`src/hw/rtl/threshold_centroid_bbox_top_assert.svh`:
```
// Assertion macros for the threshold centroid and bounding box block.
// Expects signals clk and rst in the scope of use.
`ifndef THRESHOLD_CENTROID_BBOX_TOP_ASSERT_SVH
`define THRESHOLD_CENTROID_BBOX_TOP_ASSERT_SVH

// same-cycle implication
`define TCB_ASSERT_SAME(label, ante, cons, msg) \
  label: assert property (@(posedge clk) disable iff (rst) (ante) |-> (cons)) \
    else $error(msg);

// next-cycle implication
`define TCB_ASSERT_NEXT(label, ante, cons, msg) \
  label: assert property (@(posedge clk) disable iff (rst) (ante) |=> (cons)) \
    else $error(msg);

`endif

```
`src/hw/rtl/tcb_pkg.sv`:
```
// Shared types and constants for the threshold centroid and bounding box block.
// No dependencies.
package tcb_pkg;

  localparam int unsigned MAX_WIDTH_DEF  = 1024;
  localparam int unsigned MAX_HEIGHT_DEF = 1024;
  localparam int unsigned QUEUE_DEPTH    = 2;

  localparam int unsigned CFG_AW = 2;
  localparam int unsigned CFG_DW = 11;
  localparam int unsigned PIX_W  = 8;

  localparam int unsigned CENT_W  = 14;
  localparam int unsigned BOX_W   = 10;
  localparam int unsigned COUNT_W = 21;

  localparam logic [CFG_DW-1:0]  SIZE_RESET      = 11'd1024;
  localparam logic [PIX_W-1:0]   THRESHOLD_RESET = 8'd128;
  localparam logic [CENT_W-1:0]  CENT_MAX        = '1;
  localparam logic [COUNT_W-1:0] COUNT_MAX       = '1;

  typedef enum logic [CFG_AW-1:0] {
    REG_FRAME_WIDTH  = 2'd0,
    REG_FRAME_HEIGHT = 2'd1,
    REG_ON_THRESHOLD = 2'd2
  } reg_index_t;

  typedef enum logic [1:0] {
    BK_IDLE,
    BK_RUN,
    BK_DONE
  } back_state_t;

  typedef struct packed {
    logic full;
    logic empty;
  } queue_flags_t;

  typedef struct packed {
    logic [CENT_W-1:0]  centroid_x;
    logic [CENT_W-1:0]  centroid_y;
    logic [BOX_W-1:0]   box_min_x;
    logic [BOX_W-1:0]   box_min_y;
    logic [BOX_W-1:0]   box_max_x;
    logic [BOX_W-1:0]   box_max_y;
    logic [COUNT_W-1:0] on_count;
    logic               empty_res;
  } result_t;

endpackage

```
`src/hw/rtl/tcb_front.sv`:
```
// Front end: configuration registers, raster position tracking and per-frame accumulation.
// Depends on tcb_pkg.
module tcb_front import tcb_pkg::*; #(
  parameter int unsigned MAX_WIDTH  = MAX_WIDTH_DEF,
  parameter int unsigned MAX_HEIGHT = MAX_HEIGHT_DEF,
  localparam int unsigned XW  = $clog2(MAX_WIDTH),
  localparam int unsigned YW  = $clog2(MAX_HEIGHT),
  localparam int unsigned CW  = $clog2(MAX_WIDTH * MAX_HEIGHT + 1),
  localparam int unsigned SXW = XW + CW,
  localparam int unsigned SYW = YW + CW,
  localparam int unsigned RW  = SXW + SYW + CW + 2 * XW + 2 * YW
) (
  input  logic              clk,
  input  logic              rst,
  input  logic              cfg_we,
  input  logic [CFG_AW-1:0] cfg_addr,
  input  logic [CFG_DW-1:0] cfg_data,
  input  logic              s_tvalid,
  output logic              s_tready,
  input  logic [PIX_W-1:0]  pixel,
  input  queue_flags_t      flags,
  output logic              push,
  output logic [RW-1:0]     rec
);

  logic [XW-1:0]    last_col;
  logic [YW-1:0]    last_row;
  logic [PIX_W-1:0] on_threshold;
  logic [XW-1:0]    column;
  logic [YW-1:0]    row;
  logic [SXW-1:0]   sum_x, sum_x_next;
  logic [SYW-1:0]   sum_y, sum_y_next;
  logic [CW-1:0]    count, count_next;
  logic [XW-1:0]    least_x, least_x_next, most_x, most_x_next;
  logic [YW-1:0]    least_y, least_y_next, most_y, most_y_next;
  logic             accept, on, line_end, frame_end;

  function automatic int unsigned size_last(input logic [CFG_DW-1:0] v,
                                            input int unsigned maxv);
    int unsigned s;
    s = 32'(v);
    if (s == 0) s = 1;
    else if (s > maxv) s = maxv;
    return s - 1;
  endfunction

  assign s_tready  = !flags.full;
  assign accept    = s_tvalid && s_tready;
  assign push      = accept && frame_end;

  always_comb begin
    on           = pixel >= on_threshold;
    line_end     = column >= last_col;
    frame_end    = line_end && (row >= last_row);
    sum_x_next   = sum_x + (on ? SXW'(column) : '0);
    sum_y_next   = sum_y + (on ? SYW'(row) : '0);
    count_next   = count + CW'(on);
    least_x_next = (on && column < least_x) ? column : least_x;
    least_y_next = (on && row < least_y) ? row : least_y;
    most_x_next  = (on && column > most_x) ? column : most_x;
    most_y_next  = (on && row > most_y) ? row : most_y;
    rec = {sum_x_next, sum_y_next, count_next, least_x_next, least_y_next,
           most_x_next, most_y_next};
  end

  always_ff @(posedge clk) begin
    if (rst) begin
      last_col     <= XW'(size_last(SIZE_RESET, MAX_WIDTH));
      last_row     <= YW'(size_last(SIZE_RESET, MAX_HEIGHT));
      on_threshold <= THRESHOLD_RESET;
    end else if (cfg_we) begin
      case (reg_index_t'(cfg_addr))
        REG_FRAME_WIDTH:  last_col     <= XW'(size_last(cfg_data, MAX_WIDTH));
        REG_FRAME_HEIGHT: last_row     <= YW'(size_last(cfg_data, MAX_HEIGHT));
        REG_ON_THRESHOLD: on_threshold <= cfg_data[PIX_W-1:0];
        default: ;
      endcase
    end
  end

  always_ff @(posedge clk) begin
    if (rst) begin
      column  <= '0;
      row     <= '0;
      sum_x   <= '0;
      sum_y   <= '0;
      count   <= '0;
      least_x <= '1;
      least_y <= '1;
      most_x  <= '0;
      most_y  <= '0;
    end else if (accept) begin
      column <= line_end ? '0 : column + 1'b1;
      if (line_end) begin
        row <= frame_end ? '0 : row + 1'b1;
      end
      if (frame_end) begin
        sum_x   <= '0;
        sum_y   <= '0;
        count   <= '0;
        least_x <= '1;
        least_y <= '1;
        most_x  <= '0;
        most_y  <= '0;
      end else begin
        sum_x   <= sum_x_next;
        sum_y   <= sum_y_next;
        count   <= count_next;
        least_x <= least_x_next;
        least_y <= least_y_next;
        most_x  <= most_x_next;
        most_y  <= most_y_next;
      end
    end
  end

endmodule

```
`src/hw/rtl/tcb_queue.sv`:
```
// Short frame-record queue between front and back end.
// Depends on tcb_pkg.
module tcb_queue import tcb_pkg::*; #(
  parameter int unsigned DW    = 8,
  parameter int unsigned DEPTH = QUEUE_DEPTH,
  localparam int unsigned AW   = (DEPTH > 1) ? $clog2(DEPTH) : 1,
  localparam int unsigned NW   = $clog2(DEPTH + 1)
) (
  input  logic          clk,
  input  logic          rst,
  input  logic          push,
  input  logic [DW-1:0] push_data,
  input  logic          pop,
  output logic [DW-1:0] pop_data,
  output queue_flags_t  flags
);

  logic [DW-1:0] mem [DEPTH];
  logic [AW-1:0] wr_ptr, rd_ptr;
  logic [NW-1:0] fill;

  assign flags.full  = fill == NW'(DEPTH);
  assign flags.empty = fill == '0;
  assign pop_data    = mem[rd_ptr];

  always_ff @(posedge clk) begin
    if (push) begin
      mem[wr_ptr] <= push_data;
    end
  end

  always_ff @(posedge clk) begin
    if (rst) begin
      wr_ptr <= '0;
      rd_ptr <= '0;
      fill   <= '0;
    end else begin
      if (push) wr_ptr <= (wr_ptr == AW'(DEPTH - 1)) ? '0 : wr_ptr + 1'b1;
      if (pop)  rd_ptr <= (rd_ptr == AW'(DEPTH - 1)) ? '0 : rd_ptr + 1'b1;
      if (push && !pop) fill <= fill + 1'b1;
      else if (pop && !push) fill <= fill - 1'b1;
    end
  end

endmodule

```
`src/hw/rtl/tcb_div.sv`:
```
// Restoring divider, one quotient bit per cycle.
// Depends on tcb_pkg only through the import convention.
module tcb_div import tcb_pkg::*; #(
  parameter int unsigned NW   = 16,
  parameter int unsigned DENW = 8,
  localparam int unsigned SW  = $clog2(NW + 1)
) (
  input  logic            clk,
  input  logic            rst,
  input  logic            start,
  input  logic [NW-1:0]   num,
  input  logic [DENW-1:0] den,
  output logic            busy,
  output logic [NW-1:0]   quo
);

  logic [SW-1:0]   steps;
  logic [DENW-1:0] den_q, rem;
  logic [NW-1:0]   acc;
  logic [DENW:0]   shifted, trial;
  logic            fits;

  assign busy = steps != '0;
  assign quo  = acc;

  always_comb begin
    shifted = {rem, acc[NW-1]};
    trial   = shifted - {1'b0, den_q};
    fits    = shifted >= {1'b0, den_q};
  end

  always_ff @(posedge clk) begin
    if (rst) begin
      steps <= '0;
    end else if (start) begin
      steps <= SW'(NW);
    end else if (busy) begin
      steps <= steps - 1'b1;
    end
  end

  always_ff @(posedge clk) begin
    if (start) begin
      den_q <= den;
      rem   <= '0;
      acc   <= num;
    end else if (busy) begin
      rem <= fits ? trial[DENW-1:0] : shifted[DENW-1:0];
      acc <= {acc[NW-2:0], fits};
    end
  end

endmodule

```
`src/hw/rtl/tcb_back.sv`:
```
// Back end: pops frame records, divides for the centroids, holds the result beat.
// Depends on tcb_pkg and tcb_div.
module tcb_back import tcb_pkg::*; #(
  parameter int unsigned MAX_WIDTH  = MAX_WIDTH_DEF,
  parameter int unsigned MAX_HEIGHT = MAX_HEIGHT_DEF,
  localparam int unsigned XW  = $clog2(MAX_WIDTH),
  localparam int unsigned YW  = $clog2(MAX_HEIGHT),
  localparam int unsigned CW  = $clog2(MAX_WIDTH * MAX_HEIGHT + 1),
  localparam int unsigned SXW = XW + CW,
  localparam int unsigned SYW = YW + CW,
  localparam int unsigned RW  = SXW + SYW + CW + 2 * XW + 2 * YW
) (
  input  logic          clk,
  input  logic          rst,
  input  queue_flags_t  flags,
  output logic          pop,
  input  logic [RW-1:0] rec,
  output logic          m_tvalid,
  input  logic          m_tready,
  output result_t       res
);

  back_state_t     state, state_next;
  logic            load_out, busy_x, busy_y, empty;
  logic [RW-1:0]   rec_q;
  logic [SXW-1:0]  r_sum_x;
  logic [SYW-1:0]  r_sum_y;
  logic [CW-1:0]   r_count;
  logic [XW-1:0]   r_least_x, r_most_x;
  logic [YW-1:0]   r_least_y, r_most_y;
  logic [SXW+3:0]  quo_x;
  logic [SYW+3:0]  quo_y;
  result_t         res_next;

  assign {r_sum_x, r_sum_y, r_count, r_least_x, r_least_y, r_most_x, r_most_y} = rec_q;

  tcb_div #(.NW(SXW + 4), .DENW(CW)) u_div_x (
    .clk   (clk),
    .rst   (rst),
    .start (pop),
    .num   ({rec[RW-1 -: SXW], 4'b0}),
    .den   (rec[RW-SXW-SYW-1 -: CW]),
    .busy  (busy_x),
    .quo   (quo_x)
  );

  tcb_div #(.NW(SYW + 4), .DENW(CW)) u_div_y (
    .clk   (clk),
    .rst   (rst),
    .start (pop),
    .num   ({rec[RW-SXW-1 -: SYW], 4'b0}),
    .den   (rec[RW-SXW-SYW-1 -: CW]),
    .busy  (busy_y),
    .quo   (quo_y)
  );

  always_ff @(posedge clk) begin
    if (rst) begin
      state <= BK_IDLE;
    end else begin
      state <= state_next;
    end
  end

  always_comb begin
    state_next = state;
    pop        = 1'b0;
    load_out   = 1'b0;
    case (state)
      BK_IDLE: begin
        if (!flags.empty) begin
          pop        = 1'b1;
          state_next = BK_RUN;
        end
      end
      BK_RUN: begin
        if (!busy_x && !busy_y) state_next = BK_DONE;
      end
      BK_DONE: begin
        if (!m_tvalid || m_tready) begin
          load_out   = 1'b1;
          state_next = BK_IDLE;
        end
      end
      default: state_next = BK_IDLE;
    endcase
  end

  always_comb begin
    empty    = r_count == '0;
    res_next = '0;
    res_next.empty_res = empty;
    if (!empty) begin
      res_next.centroid_x = (64'(quo_x) > 64'(CENT_MAX)) ? CENT_MAX : CENT_W'(quo_x);
      res_next.centroid_y = (64'(quo_y) > 64'(CENT_MAX)) ? CENT_MAX : CENT_W'(quo_y);
      res_next.box_min_x  = BOX_W'(r_least_x);
      res_next.box_min_y  = BOX_W'(r_least_y);
      res_next.box_max_x  = BOX_W'(r_most_x);
      res_next.box_max_y  = BOX_W'(r_most_y);
      res_next.on_count   = (64'(r_count) > 64'(COUNT_MAX)) ? COUNT_MAX : COUNT_W'(r_count);
    end
  end

  always_ff @(posedge clk) begin
    if (pop) rec_q <= rec;
    if (load_out) res <= res_next;
  end

  always_ff @(posedge clk) begin
    if (rst) begin
      m_tvalid <= 1'b0;
    end else if (load_out) begin
      m_tvalid <= 1'b1;
    end else if (m_tready) begin
      m_tvalid <= 1'b0;
    end
  end

endmodule

```
`src/hw/rtl/threshold_centroid_bbox_top.sv`:
```
// Binary blob centroid and bounding box over a raster grey frame: one pixel beat per
// cycle in, one result beat per frame out. s_tready drops only while both entries of
// the frame queue are full. After a frame's last pixel the back end divides for the
// centroids (restoring divider, one quotient bit per cycle), so frames shorter than
// the divide back up into the queue and then stall the input. Frame size writes take
// effect on the next line or frame boundary check.
`include "threshold_centroid_bbox_top_assert.svh"
module threshold_centroid_bbox_top import tcb_pkg::*; #(
  parameter int unsigned MAX_WIDTH  = MAX_WIDTH_DEF,
  parameter int unsigned MAX_HEIGHT = MAX_HEIGHT_DEF,
  localparam int unsigned XW  = $clog2(MAX_WIDTH),
  localparam int unsigned YW  = $clog2(MAX_HEIGHT),
  localparam int unsigned CW  = $clog2(MAX_WIDTH * MAX_HEIGHT + 1),
  localparam int unsigned RW  = 2 * CW + XW + YW + CW + 2 * XW + 2 * YW
) (
  input  logic              clk,
  input  logic              rst,
  input  logic              cfg_we,
  input  logic [CFG_AW-1:0] cfg_addr,
  input  logic [CFG_DW-1:0] cfg_data,
  input  logic              s_tvalid,
  output logic              s_tready,
  input  logic [7:0]        s_tdata,   // pixel[7:0]
  output logic              m_tvalid,
  input  logic              m_tready,
  // centroid_x[13:0], centroid_y[27:14], box_min_x[37:28], box_min_y[47:38],
  // box_max_x[57:48], box_max_y[67:58], on_count[88:68], zero fill[95:89]
  output logic [95:0]       m_tdata,
  output logic              m_tuser    // empty_res
);

  queue_flags_t  q_flags;
  logic          push, pop;
  logic [RW-1:0] push_rec, pop_rec;
  result_t       res;

  tcb_front #(.MAX_WIDTH(MAX_WIDTH), .MAX_HEIGHT(MAX_HEIGHT)) u_front (
    .clk      (clk),
    .rst      (rst),
    .cfg_we   (cfg_we),
    .cfg_addr (cfg_addr),
    .cfg_data (cfg_data),
    .s_tvalid (s_tvalid),
    .s_tready (s_tready),
    .pixel    (s_tdata),
    .flags    (q_flags),
    .push     (push),
    .rec      (push_rec)
  );

  tcb_queue #(.DW(RW), .DEPTH(QUEUE_DEPTH)) u_queue (
    .clk       (clk),
    .rst       (rst),
    .push      (push),
    .push_data (push_rec),
    .pop       (pop),
    .pop_data  (pop_rec),
    .flags     (q_flags)
  );

  tcb_back #(.MAX_WIDTH(MAX_WIDTH), .MAX_HEIGHT(MAX_HEIGHT)) u_back (
    .clk      (clk),
    .rst      (rst),
    .flags    (q_flags),
    .pop      (pop),
    .rec      (pop_rec),
    .m_tvalid (m_tvalid),
    .m_tready (m_tready),
    .res      (res)
  );

  assign m_tdata = {7'b0, res.on_count, res.box_max_y, res.box_max_x, res.box_min_y,
                    res.box_min_x, res.centroid_y, res.centroid_x};
  assign m_tuser = res.empty_res;

  `TCB_ASSERT_SAME(a_push_room, push, !q_flags.full, "frame record pushed into full queue")
  `TCB_ASSERT_SAME(a_pop_data, pop, !q_flags.empty, "frame record popped from empty queue")
  `TCB_ASSERT_NEXT(a_pop_frees, pop, !q_flags.full, "queue full right after a pop")
  `TCB_ASSERT_SAME(a_empty_count, m_tvalid, m_tuser == (m_tdata[88:68] == 21'd0),
                   "empty flag disagrees with on_count")

endmodule

```
`config.mk`:
```
export PLATFORM = sky130hd
export DESIGN_NAME = threshold_centroid_bbox_top
export DESIGN_NICKNAME = d
export VERILOG_FILES = /design/src/hw/rtl/tcb_pkg.sv /design/src/hw/rtl/tcb_front.sv /design/src/hw/rtl/tcb_queue.sv /design/src/hw/rtl/tcb_div.sv /design/src/hw/rtl/tcb_back.sv /design/src/hw/rtl/threshold_centroid_bbox_top.sv
export VERILOG_INCLUDE_DIRS = /design/src /design/src/hw/rtl
export SDC_FILE = /design/constraint.sdc
export NUM_CORES = 1
export LEC_CHECK = 0
export BUFFER_PORTS_ARGS = -buffer_cell sky130_fd_sc_hd__buf_2
export CAP_MARGIN = 20
export CORE_MARGIN = 8
export CORE_UTILIZATION = 40
export CTS_BUF_LIST = sky130_fd_sc_hd__clkbuf_4 sky130_fd_sc_hd__clkbuf_8 sky130_fd_sc_hd__clkbuf_16
export DETAILED_ROUTE_END_ITERATION = 12
export GPL_TIMING_DRIVEN = 0
export SYNTH_ARGS = -nofsm -noshare
export SYNTH_HDL_FRONTEND = slang
export SYNTH_HIERARCHICAL = 1
export SYNTH_SLANG_ARGS = --single-unit
```
`constraint.sdc`:
```
create_clock -name clk -period 29.5 [get_ports clk]
set_clock_uncertainty 0.05 [all_clocks]
set_input_delay 5.9 -clock clk [delete_from_list [all_inputs] [get_ports clk]]
set_output_delay 5.9 -clock clk [all_outputs]
set_load 0.005 [all_outputs]
```
==> flow_summary.toml, run 1 <==
[grt]
antenna_found_initial = 0
grt_pass1_wl_um = 131000
grt_overflow = 0
grt_start_max_net_pins = 60
grt_util_all_layers_pct = 17.0
grt_pass1_vias = 22500

[floorplan]
floorplan_core_area_mm2 = 0.0869
design.die.area_mm2 = 0.0975
placement_rows = 108
die_x_um = 312
die_h_um = 312
boundaryPins = 125
starting_density_of_the_core_pct = 40.4

[critical_path]
worstPathCellList = "buf_2 > inv_1 > ha_1 > nand2b_1 > a2111oi_0 > o31ai_2 > buf_4 > clkbuf_1 > and2_1 > ha_1 > a211oi_1 > o21bai_1 > o21ai_0 > o21ai_0 > clkbuf_1 > and3_1 > xor2_1"
cp_slowest_stage_delay_ps = 520
cp.required_ps = 29880
critical_path.startpoint_type = "input port"
cp.arrival_ps = 10010
regToRegEndpoint = "u_queue/mem[0][74]"
max_fanout_on_critical_path = 10
worst_setup_path_end_kind = "flop"
cp_num_cells = 17
setup.reg_to_reg.worst_slack_ps = 24900
timing_worst_setup_path_type = "in2reg"
worstRegToRegCells = 15
worst_path_dominant_cell_family = "compound AO/OA/AOI/OAI gates"
cp_slowest_cell = "sky130_fd_sc_hd__o21ai_0"
worst_r2r_startpoint = "u_front/on_threshold[0]"
crit_buf_inv = 5

[sta]
setup_violations = 0
slew_headroom_pct = 37.6
period_minus_slack_ps = 9630
finalSetupTns_ps = 0
final-hold-violation-count = 0
fraction_of_the_cycle_the_final_worst_path_needs_pct = 32.7
maximum_clock_frequency_mhz = 104
grt_setup_unrepaired = "no"
final.setup.worst_slack_ps = 19870
finalMaxSlewViolations = 0
worst_slew_pin_slew_ps = 935

[cells_and_area]
register_area_mm2 = 0.0199
flow.area_growth_from_synthesis_pct = 14.8
layout.cells.most_common_list = "sky130_fd_sc_hd__edfxtp_1, sky130_fd_sc_hd__dfxtp_1, sky130_fd_sc_hd__nand2_1"
final_common_cell = "sky130_fd_sc_hd__edfxtp_1"
finish.net_count = 3328
final_design_area_no_fill_mm2 = 0.0403
antenna-diode-count = 0
drive_above_1_share_pct = 18.6
fillers = 7884
multi_input_comb_area_mm2 = 0.0137

[clock_network]
cts-root-buf = "sky130_fd_sc_hd__clkbuf_16"
clk_latency_ps = 640
clock_slew_at_reported_path_ffs_ps = 60
cts_repair_resize_count = 0
ctsLongestPathBuffers = 3
tritoncts_num_sinks = 742
cts-buffers-inserted = 82
tritoncts = "yes"
cts_post_setup_buffers_inserted = 0
htree_num_levels = 3
number_of_buffers_inserted_by_hold_repair_at_cts = 0

[drt]
antenna_left = 0
drt-initial-drc-count = 1650
firstDrtPassIters = 5
route.detailed.drc = 0
postRouteWirelength_um = 85600
vias_after_detailed_routing = 23100
drt-vias-per-instance = 5.27
routedWlPerCell_um = 19.5

[worst_hold_path]
worst_hold_path.endpoint = "u_front/sum_x[6]"
hold_path_cell_cnt = 2
hold_class = "reg2reg"
hold_path_startpoint = "u_front/sum_x[6]"

[placed_design]
place_hpwl_um = 62100
post_dp_cell_area_mm2 = 0.0376
port_buffers = 116
placement.setup.worst_slack_ps = 19260
finalWeightedCongestion = 0.870

[yosys]
yosys_register_bits = 742
ys_dominant_reg_cell = "sky130_fd_sc_hd__edfxtp_1"
ys_types = 103
synth.yosys.warnings = 6
asyncSetResetFlopFracSynth_pct = 0
post_synth_inst_count = 2925
synth_seq_area_share_pct = 56.8
synth-edff-count = 509
post_synth.cell_area_avg_um2 = 12.0
syn-cell-area_mm2 = 0.0351

[outcome]
outcome = "finished clean"

[pwr]
p_per_area_mw_per_mm2 = 82.4
power_leakage_nw = 15.1
ir_drop_uv = 47.1

[run]
cap_violations = 0
## metal layers
layer,share of wire [%],global-route usage [%],up-vias
li1,-,-,11300
met2,47,27.7,513
met1,45,22.7,11200
met3,4.7,2.94,132
met4,3.3,6.24,0
met5,0,0,-
## worst register-to-register path: cells and delay by family, from the launching register on
family | cells | cell delay (ps)
xor+xnor | 1 | 260
compound gates | 6 | 1800
flops | 1 | 370
fa+ha+maj | 2 | 540
simple gates | 3 | 670
buf+inv | 3 | 720
## synth_stat cells (all sizes together) (26+ instances only)
master / n / share of area (%)
a211oi: 38 / 0.81
a21boi: 43 / 0.92
a21o: 29 / 0.62
a21oi: 130 / 1.9
a31oi: 45 / 0.80
a32oi: 29 / 0.72
and2: 26 / 0.47
and3: 26 / 0.50
buf: 69 / 1.3
clkbuf: 107 / 1.2
dfxtp: 233 / 13
edfxtp: 509 / 44
ha: 138 / 4.9
inv: 176 / 1.9
mux2: 211 / 7.5
mux2i: 36 / 1.0
nand2: 230 / 2.5
nand3: 84 / 1.2
nand4: 34 / 0.71
nor2: 160 / 1.7
nor3: 40 / 0.65
o211ai: 27 / 0.61
o21ai: 105 / 1.5
xnor2: 86 / 2.1
xor2: 53 / 1.3
## registers in the layout, indices dropped and copies added (netlist names), 21 cells and up, named ones only
signal                count
u_back/res               90
u_back/u_div_x/quo       35
u_back/u_div_y/rem       21
u_back/rec_q             61
u_front/sum_x            31
u_front/count            21
u_queue/mem             246
u_front/sum_y            31
u_back/u_div_x/den_q     21
u_back/u_div_x/rem       21
u_back/u_div_y/quo       35
u_back/u_div_y/den_q     21
## cells by family after synthesis
kind of cell,Yosys count,synth area share [%]
fa+ha+maj,142,5.15
xor+xnor,139,3.47
other cells,2,0.0214
mux,247,8.54
simple gates,711,10.0
buf+inv,353,4.41
flops,742,56.8
compound gates,589,11.6
## metrics by stage
stage          std cells  hold WS [ps]  power, mW  utilization (%)
2_1_floorplan       2938           386       2.06                -
3_3_place_gp        4209           392       2.31             42.8
3_5_place_dp        4231           399       2.31             43.2
4_1_cts             4382           409       3.35             46.4
5_1_grt             4382           427       3.49             46.4
6_report            4382           407       3.32             46.4
## power by group
group	internal (mW)	total [mW]	leakage [nW]	switching, mW
combinational	0.373	0.906	7.60	0.533
sequential	1.31	1.38	6.11	0.0752
clock	0.628	1.03	1.38	0.406
total	2.31	3.32	15.1	1.01
## worst max-delay path by stage
| stage | start | end | slack, ps |
|---|---|---|---|
| global placement | s_tvalid | u_queue/mem[0][11] | 12670 |
| detailed placement | s_tdata[0] | u_queue/mem[1][74] | 19260 |
| floorplan | s_tvalid | u_queue/mem[0][0] | 16910 |
| CTS | s_tdata[0] | u_queue/mem[0][74] | 19920 |
| global route | s_tdata[0] | u_queue/mem[0][74] | 19660 |
| finish | s_tdata[0] | u_queue/mem[0][74] | 19870 |
## cell type report
cell class / count / share of cell area [%]
Timing Repair Buffer: 138 / 2.33
Multi-Input combinational cell: 1843 / 33.9
Inverter: 177 / 1.65
Clock inverter: 34 / 0.860
Tap cell: 1155 / 3.59
Clock buffer: 117 / 5.95
Sequential cell: 742 / 49.5
Buffer: 176 / 2.19
No activity file was read; power rests on OpenSTA's default activity.
==> inputs of run 2 (changes only) <==
Settings changed: ABC_AREA set to 1.
Clock period 29.5 ns to 7.8 ns, I/O delays scaled along.
==> run 2 against run 1 <==
- non-clock buffer count shrank 32
- flip-flop and latch count unchanged
- critical path depth rose by 5
- power grew to 3.9 times the previous value
- design area increased by 5.6%
- clock-buffer cell count is 10 lower
- core utilization down 0.49 points
- sequential share of layout area is 2.6 points lower
- via count up 18%
- clock power rose to 3.9 times the previous value
- critical path type unchanged
- largest power group unchanged
==> flow_summary.toml, run 2 <==
[outcome]
outcome = "finished clean"

[cells_and_area]
final_common_cell = "sky130_fd_sc_hd__nand2_1"
drive_above_1_share_pct = 12.4
biggestRegsByFlops = "u_queue/mem: 246 flops, u_back/res: 90 flops, u_back/rec_q: 61 flops"
fillers = 9042
antenna-diode-count = 0
largest_register_by_flop_count = "u_queue/mem"
layout.cells.most_common_list = "sky130_fd_sc_hd__nand2_1, sky130_fd_sc_hd__inv_1, sky130_fd_sc_hd__edfxtp_1"
flow.area_growth_from_synthesis_pct = 14.3
finish.net_count = 4554
largest_reg_flops = 246

[sta]
grt_setup_unrepaired = "no"
period_minus_slack_ps = 4560
setup_violations = 0
slew_headroom_pct = 38.1
maximum_clock_frequency_mhz = 219
finalMaxSlewViolations = 0
worst_slew_pin_slew_ps = 928
final-hold-violation-count = 0
fraction_of_the_cycle_the_final_worst_path_needs_pct = 58.5
finalSetupTns_ps = 0

[critical_path]
worst_setup_path_end_kind = "flop"
max_fanout_on_critical_path = 10
cp_slowest_stage_delay_ps = 330
cp.required_ps = 8330
cp.arrival_ps = 5090
worstPathCellList = "buf_2 > ha_1 > nand2_1 > nor2_1 > nand4_1 > nand3_1 > buf_4 > buf_2 > buf_2 > nand2_1 > inv_1 > ha_1 > fa_1 > nand2_1 > nand2_1 > nand2_1 > o21bai_2 > nand2_1 > nand2_1 > xor2_1 > nand2_1 > a21oi_1"
crit_path_frequent_cell = "sky130_fd_sc_hd__nand2_1"
cp_slowest_cell = "sky130_fd_sc_hd__xor2_1"
critical_path.startpoint_type = "input port"
timing_worst_setup_path_type = "in2reg"

[clock_network]
cts_repair_resize_count = 0
clk_latency_ps = 650
clock_slew_at_reported_path_ffs_ps = 60
cts-buffers-inserted = 83
number_of_buffers_inserted_by_hold_repair_at_cts = 0
tritoncts = "yes"
cts-root-buf = "sky130_fd_sc_hd__clkbuf_16"
tritoncts_num_sinks = 742
ctsLongestPathBuffers = 3
htree_num_levels = 3
cts_post_setup_buffers_inserted = 0

[yosys]
asyncSetResetFlopFracSynth_pct = 0
post_synth.cell_area_avg_um2 = 8.95
syn-cell-area_mm2 = 0.0373
synth.top_cells.by_count = "sky130_fd_sc_hd__nand2_1, sky130_fd_sc_hd__inv_1, sky130_fd_sc_hd__edfxtp_1, sky130_fd_sc_hd__nor2_1, sky130_fd_sc_hd__dfxtp_1"
ys_types = 55
synth_top_cell_by_area = "sky130_fd_sc_hd__edfxtp_1"
post_synth_inst_count = 4160
synth_top_area_cells = "sky130_fd_sc_hd__edfxtp_1, sky130_fd_sc_hd__nand2_1, sky130_fd_sc_hd__dfxtp_1"
synth_seq_area_share_pct = 53.6
synthDominantCellAreaShare_pct = 41.0
ys_dominant_reg_cell = "sky130_fd_sc_hd__edfxtp_1"
yosys_register_bits = 742
synth.most_common_cell = "sky130_fd_sc_hd__nand2_1"
synth.yosys.warnings = 6
synth-edff-count = 509

[placed_design]
port_buffers = 116
place_hpwl_um = 67900
finalWeightedCongestion = 0.940

[pwr]
ir_drop_uv = 235
p_per_area_mw_per_mm2 = 305
power.total_mw = 13.0
power_leakage_nw = 18.4

[grt]
grt_overflow = 0
grt_util_all_layers_pct = 17.5
grt_pass1_wl_um = 144000
grt_start_max_net_pins = 88
grt_pass1_vias = 26300
antenna_found_initial = 0

[floorplan]
floorplan_core_area_mm2 = 0.0928
placement_rows = 112
design.die.area_mm2 = 0.103
starting_density_of_the_core_pct = 40.2
die_x_um = 321
die_h_um = 321
boundaryPins = 125

[drt]
routedWlPerCell_um = 16.1
drt-initial-drc-count = 1949
vias_after_detailed_routing = 27400
antenna_left = 0
postRouteWirelength_um = 92000
drt-vias-per-instance = 4.79
firstDrtPassIters = 5
route.detailed.drc = 0

[worst_hold_path]
hold_class = "reg2reg"

[run]
cap_violations = 0
==> run 2: cell types whose count changed in the layout (fill, tap and decap cells not counted), moves of 29 or more <==
cell                       previous run  this run
sky130_fd_sc_hd__a21oi_1            128       227
sky130_fd_sc_hd__a32oi_1             29         0
sky130_fd_sc_hd__nand3_1             81       228
sky130_fd_sc_hd__mux2i_1             36         0
sky130_fd_sc_hd__a31oi_1             45         1
sky130_fd_sc_hd__nor2_1             159       317
sky130_fd_sc_hd__nand2_1            229      1357
sky130_fd_sc_hd__xnor2_1             86        18
sky130_fd_sc_hd__o21ai_0            102        31
sky130_fd_sc_hd__inv_1              176       509
sky130_fd_sc_hd__a211oi_1            38         1
sky130_fd_sc_hd__a21boi_0            34         1
sky130_fd_sc_hd__mux2_2             141        53
==> run 2: report_power, final <==
group          switching (mW)  internal [mW]  total (mW)
Combinational            2.45           1.27        3.72
Clock                    1.61           2.39        4.00
Sequential              0.280           4.97        5.25
Total                    4.34           8.64        13.0
==> run 2: final timing paths <==
check,startpoint,to,slack (ps),cells past startpoint
worst max-delay path,s_tdata[7],u_front/sum_x[10],3240,22
worst min-delay path,u_front/on_threshold[6],u_front/on_threshold[6],410,2
worst max register to register,u_front/on_threshold[7],u_front/sum_x[10],3910,22
worst min register to register,u_front/on_threshold[6],u_front/on_threshold[6],410,2
==> run 2: layout make-up <==
type / count / area (µm²) / share of cell area, %
repair buffers: 128 / 861 / 2.02
multi-input cells: 2755 / 14600 / 34.2
flip-flops and latches: 742 / 19900 / 46.9
clock buffers: 107 / 2340 / 5.49
plain buffers: 154 / 848 / 1.99
inverters: 522 / 1970 / 4.63
clock inverters: 48 / 488 / 1.15
well taps: 1254 / 1570 / 3.68
==> run 2: metal layers <==
layer | up-vias | share of wire (%) | global-route usage (%) | wire [µm]
met3 | 155 | 4.4 | 2.43 | 4090
met5 | - | 0 | 0 | 0
met4 | 0 | 3.1 | 5.53 | 2820
li1 | 14000 | - | - | -
met2 | 575 | 48 | 30.1 | 43800
met1 | 12700 | 45 | 22.8 | 41300
==> run 2: worst max-delay path: cells and delay by family <==
kind | cells | cell delay (ps)
buf+inv | 5 | 1010
xor+xnor | 1 | 330
simple gates | 11 | 1090
compound gates | 2 | 340
fa+ha+maj | 3 | 750
==> run 2: logic make-up after synthesis <==
| family | Yosys count | synth area share, % |
|---|---|---|
| and+or+nand+nor | 2104 | 23.5 |
| DFF | 742 | 53.6 |
| buffers and inverters | 676 | 7.54 |
| AOI/OAI and AO/OA | 295 | 4.26 |
| adders and majority gates | 142 | 4.85 |
| muxes | 123 | 4.42 |
| xor gates and xnor gates | 76 | 1.83 |
| other | 2 | 0.0202 |
==> run 2: per-stage QoR <==
step | utilization [%] | cells | instance area [µm²] | hold WS, ps | setup slack [ps]
detailed placement | 42.9 | 5555 | 39800 | 401 | 2570
global route | 45.9 | 5710 | 42600 | 433 | 2890
global placement | 42.5 | 5543 | 39500 | 401 | -1370
finish | 45.9 | 5710 | 42600 | 414 | 3240
floorplan | - | 4173 | 37300 | 379 | 1850
CTS | 45.9 | 5710 | 42600 | 409 | 3240
==> inputs of run 3 (changes only) <==
Clock period 7.8 ns to 3.8 ns, I/O delays scaled along.
==> run 3 against run 2 <==
- flip-flop and latch count is the same
- design area rose by 0.30%
- clock power rose by 110%
- power is 120% higher
- non-clock buffer count rose by 3
- wire length up 0.74%
- sequential share of layout area shrank 0.14 points
- sequential power up 110%
- core utilization is 0.14 points higher
- die area unchanged
- first-iteration DRC count increased by 0.97%
- critical endpoint is now u_queue/mem[1][104]
- highest routed layer unchanged
==> flow_summary.toml, run 3 (synthesis gave the netlist of run 2 again) <==
[clock_network]
tritoncts = "yes"
ctsLongestPathBuffers = 3
number_of_buffers_inserted_by_hold_repair_at_cts = 0
cts-root-buf = "sky130_fd_sc_hd__clkbuf_16"
htree_num_levels = 3
cts_post_setup_buffers_inserted = 0
tritoncts_num_sinks = 742
clk_latency_ps = 640
cts-buffers-inserted = 83
clock_slew_at_reported_path_ffs_ps = 60

[critical_path]
cp.required_ps = 4140
worstSetupStartpoint = "u_front/on_threshold[7]"
timing_worst_setup_path_type = "reg2reg"
worst_r2r_startpoint = "u_front/on_threshold[7]"
worstRegToRegCells = 18
max_fanout_on_critical_path = 19
cp.arrival_ps = 3880
regToRegEndpoint = "u_queue/mem[1][104]"
critical_path.startpoint_type = "flop"
setup.reg_to_reg.worst_slack_ps = 260
worst_setup_path_end_kind = "flop"

[floorplan]
design.die.area_mm2 = 0.103
die_x_um = 321
floorplan_core_area_mm2 = 0.0928
die_h_um = 321
starting_density_of_the_core_pct = 40.2
placement_rows = 112
boundaryPins = 125

[cells_and_area]
fin_util_pct = 46.0
antenna-diode-count = 0
layout.cells.most_common_list = "sky130_fd_sc_hd__nand2_1, sky130_fd_sc_hd__inv_1, sky130_fd_sc_hd__edfxtp_1"
finish.net_count = 4558
final_design_area_no_fill_mm2 = 0.0427
flow.area_growth_from_synthesis_pct = 14.6
largest_register_by_flop_count = "u_queue/mem"
final_common_cell = "sky130_fd_sc_hd__nand2_1"
post_layout_nonfiller_instances = 5714
drive_above_1_share_pct = 12.6
largest_reg_flops = 246
fillers = 8964
biggestRegsByFlops = "u_queue/mem: 246 flops, u_back/res: 90 flops, u_back/rec_q: 61 flops"

[drt]
antenna_left = 0
route.detailed.drc = 0
drt-initial-drc-count = 1968
firstDrtPassIters = 7
vias_after_detailed_routing = 27400
route.met3.wl_um = 4150
m1WireLength_um = 41500
met2WireLength_um = 44200
routed.top_layer = "met4"
drt-vias-per-instance = 4.79
routedWlPerCell_um = 16.2
postRouteWirelength_um = 92700

[placed_design]
place_hpwl_um = 68400
port_buffers = 116
numPlacedInstances = 5559
post_dp_cell_area_mm2 = 0.0398
finalWeightedCongestion = 0.926

[grt]
grt_util_all_layers_pct = 17.6
grt_start_max_net_pins = 37
grt_overflow = 0
grt_pass1_vias = 26400
antenna_found_initial = 1
grt_pass1_wl_um = 145000

[sta]
slew_headroom_pct = 43.5
final-hold-violation-count = 0
grt_setup_unrepaired = "no"
period_minus_slack_ps = 3540
maximum_clock_frequency_mhz = 282
setup_violations = 0
worst_slew_pin_slew_ps = 843
finalMaxSlewViolations = 0
finalSetupTns_ps = 0
fraction_of_the_cycle_the_final_worst_path_needs_pct = 93.2

[run]
cap_violations = 0

[outcome]
outcome = "finished clean"

[worst_hold_path]
hold_path_cell_cnt = 4
hold_path_startpoint = "m_tready"
hold_class = "in2reg"
worst_hold_path.endpoint = "u_back/m_tvalid"

[pwr]
power.total_mw = 29.0
p_per_area_mw_per_mm2 = 679
power_leakage_nw = 18.9
ir_drop_uv = 465
run 3: worst max-delay path: stages, from the launching register on:
cell	delay, ps
sky130_fd_sc_hd__dfxtp_1	340
sky130_fd_sc_hd__inv_1	50
sky130_fd_sc_hd__ha_1	280
sky130_fd_sc_hd__a21o_1	180
sky130_fd_sc_hd__nor2_1	130
sky130_fd_sc_hd__nand3_2	140
sky130_fd_sc_hd__buf_8	190
sky130_fd_sc_hd__buf_4	200
sky130_fd_sc_hd__nand2_1	80
sky130_fd_sc_hd__inv_1	40
sky130_fd_sc_hd__ha_1	230
sky130_fd_sc_hd__fa_1	410
sky130_fd_sc_hd__nand2_1	80
sky130_fd_sc_hd__nand2_1	60
sky130_fd_sc_hd__and2_1	150
sky130_fd_sc_hd__nand3_1	110
sky130_fd_sc_hd__nand3_4	130
sky130_fd_sc_hd__or2_2	300
sky130_fd_sc_hd__and2_1	150
run 3: cell type report:
class                           count  area [µm²]  area share [%]
Clock buffer                      107        2340            5.48
Buffer                            153         853            2.00
Multi-Input combinational cell   2755       14600            34.2
Timing Repair inverter              1        5.00          0.0117
Sequential cell                   742       20000            46.7
Clock inverter                     48         492            1.15
Inverter                          522        1970            4.61
Timing Repair Buffer              132         938            2.20
Tap cell                         1254        1570            3.67
run 3: stage by stage:
stage / setup slack, ps / hold slack, ps
6_report: 257 / 399
5_1_grt: 4.96 / 391
4_1_cts: 115 / 350
3_5_place_dp: -675 / 401
3_3_place_gp: -1910 / 401
2_1_floorplan: 1.23 / 379
run 3: how the worst max path moves through the flow:
stage                                      to  depth (start not counted)
after detailed placement    u_front/sum_x[22]                         23
after floorplan             u_queue/mem[1][0]                         13
after global placement         u_back/res[45]                          3
after CTS                 u_queue/mem[0][104]                         18
after global routing      u_queue/mem[0][104]                         19
final                     u_queue/mem[1][104]                         18
run 3: power by group:
group          total, mW  switching (mW)  internal (mW)
clock               8.23            3.31           4.92
combinational       9.75            6.24           3.50
sequential          11.0           0.629           10.4
run 3: per-layer routing:
metal,vias up,GRT usage (%)
li1,13900,-
met1,12700,22.8
met5,-,0
met4,0,5.77
met2,589,30.1
met3,163,2.62
run 3: what timing repair did:
item,CTS,global route
endpoints found under the hold margin,0,0
resized for setup,1,7
gates cloned,0,1
setup endpoints to repair,21,121
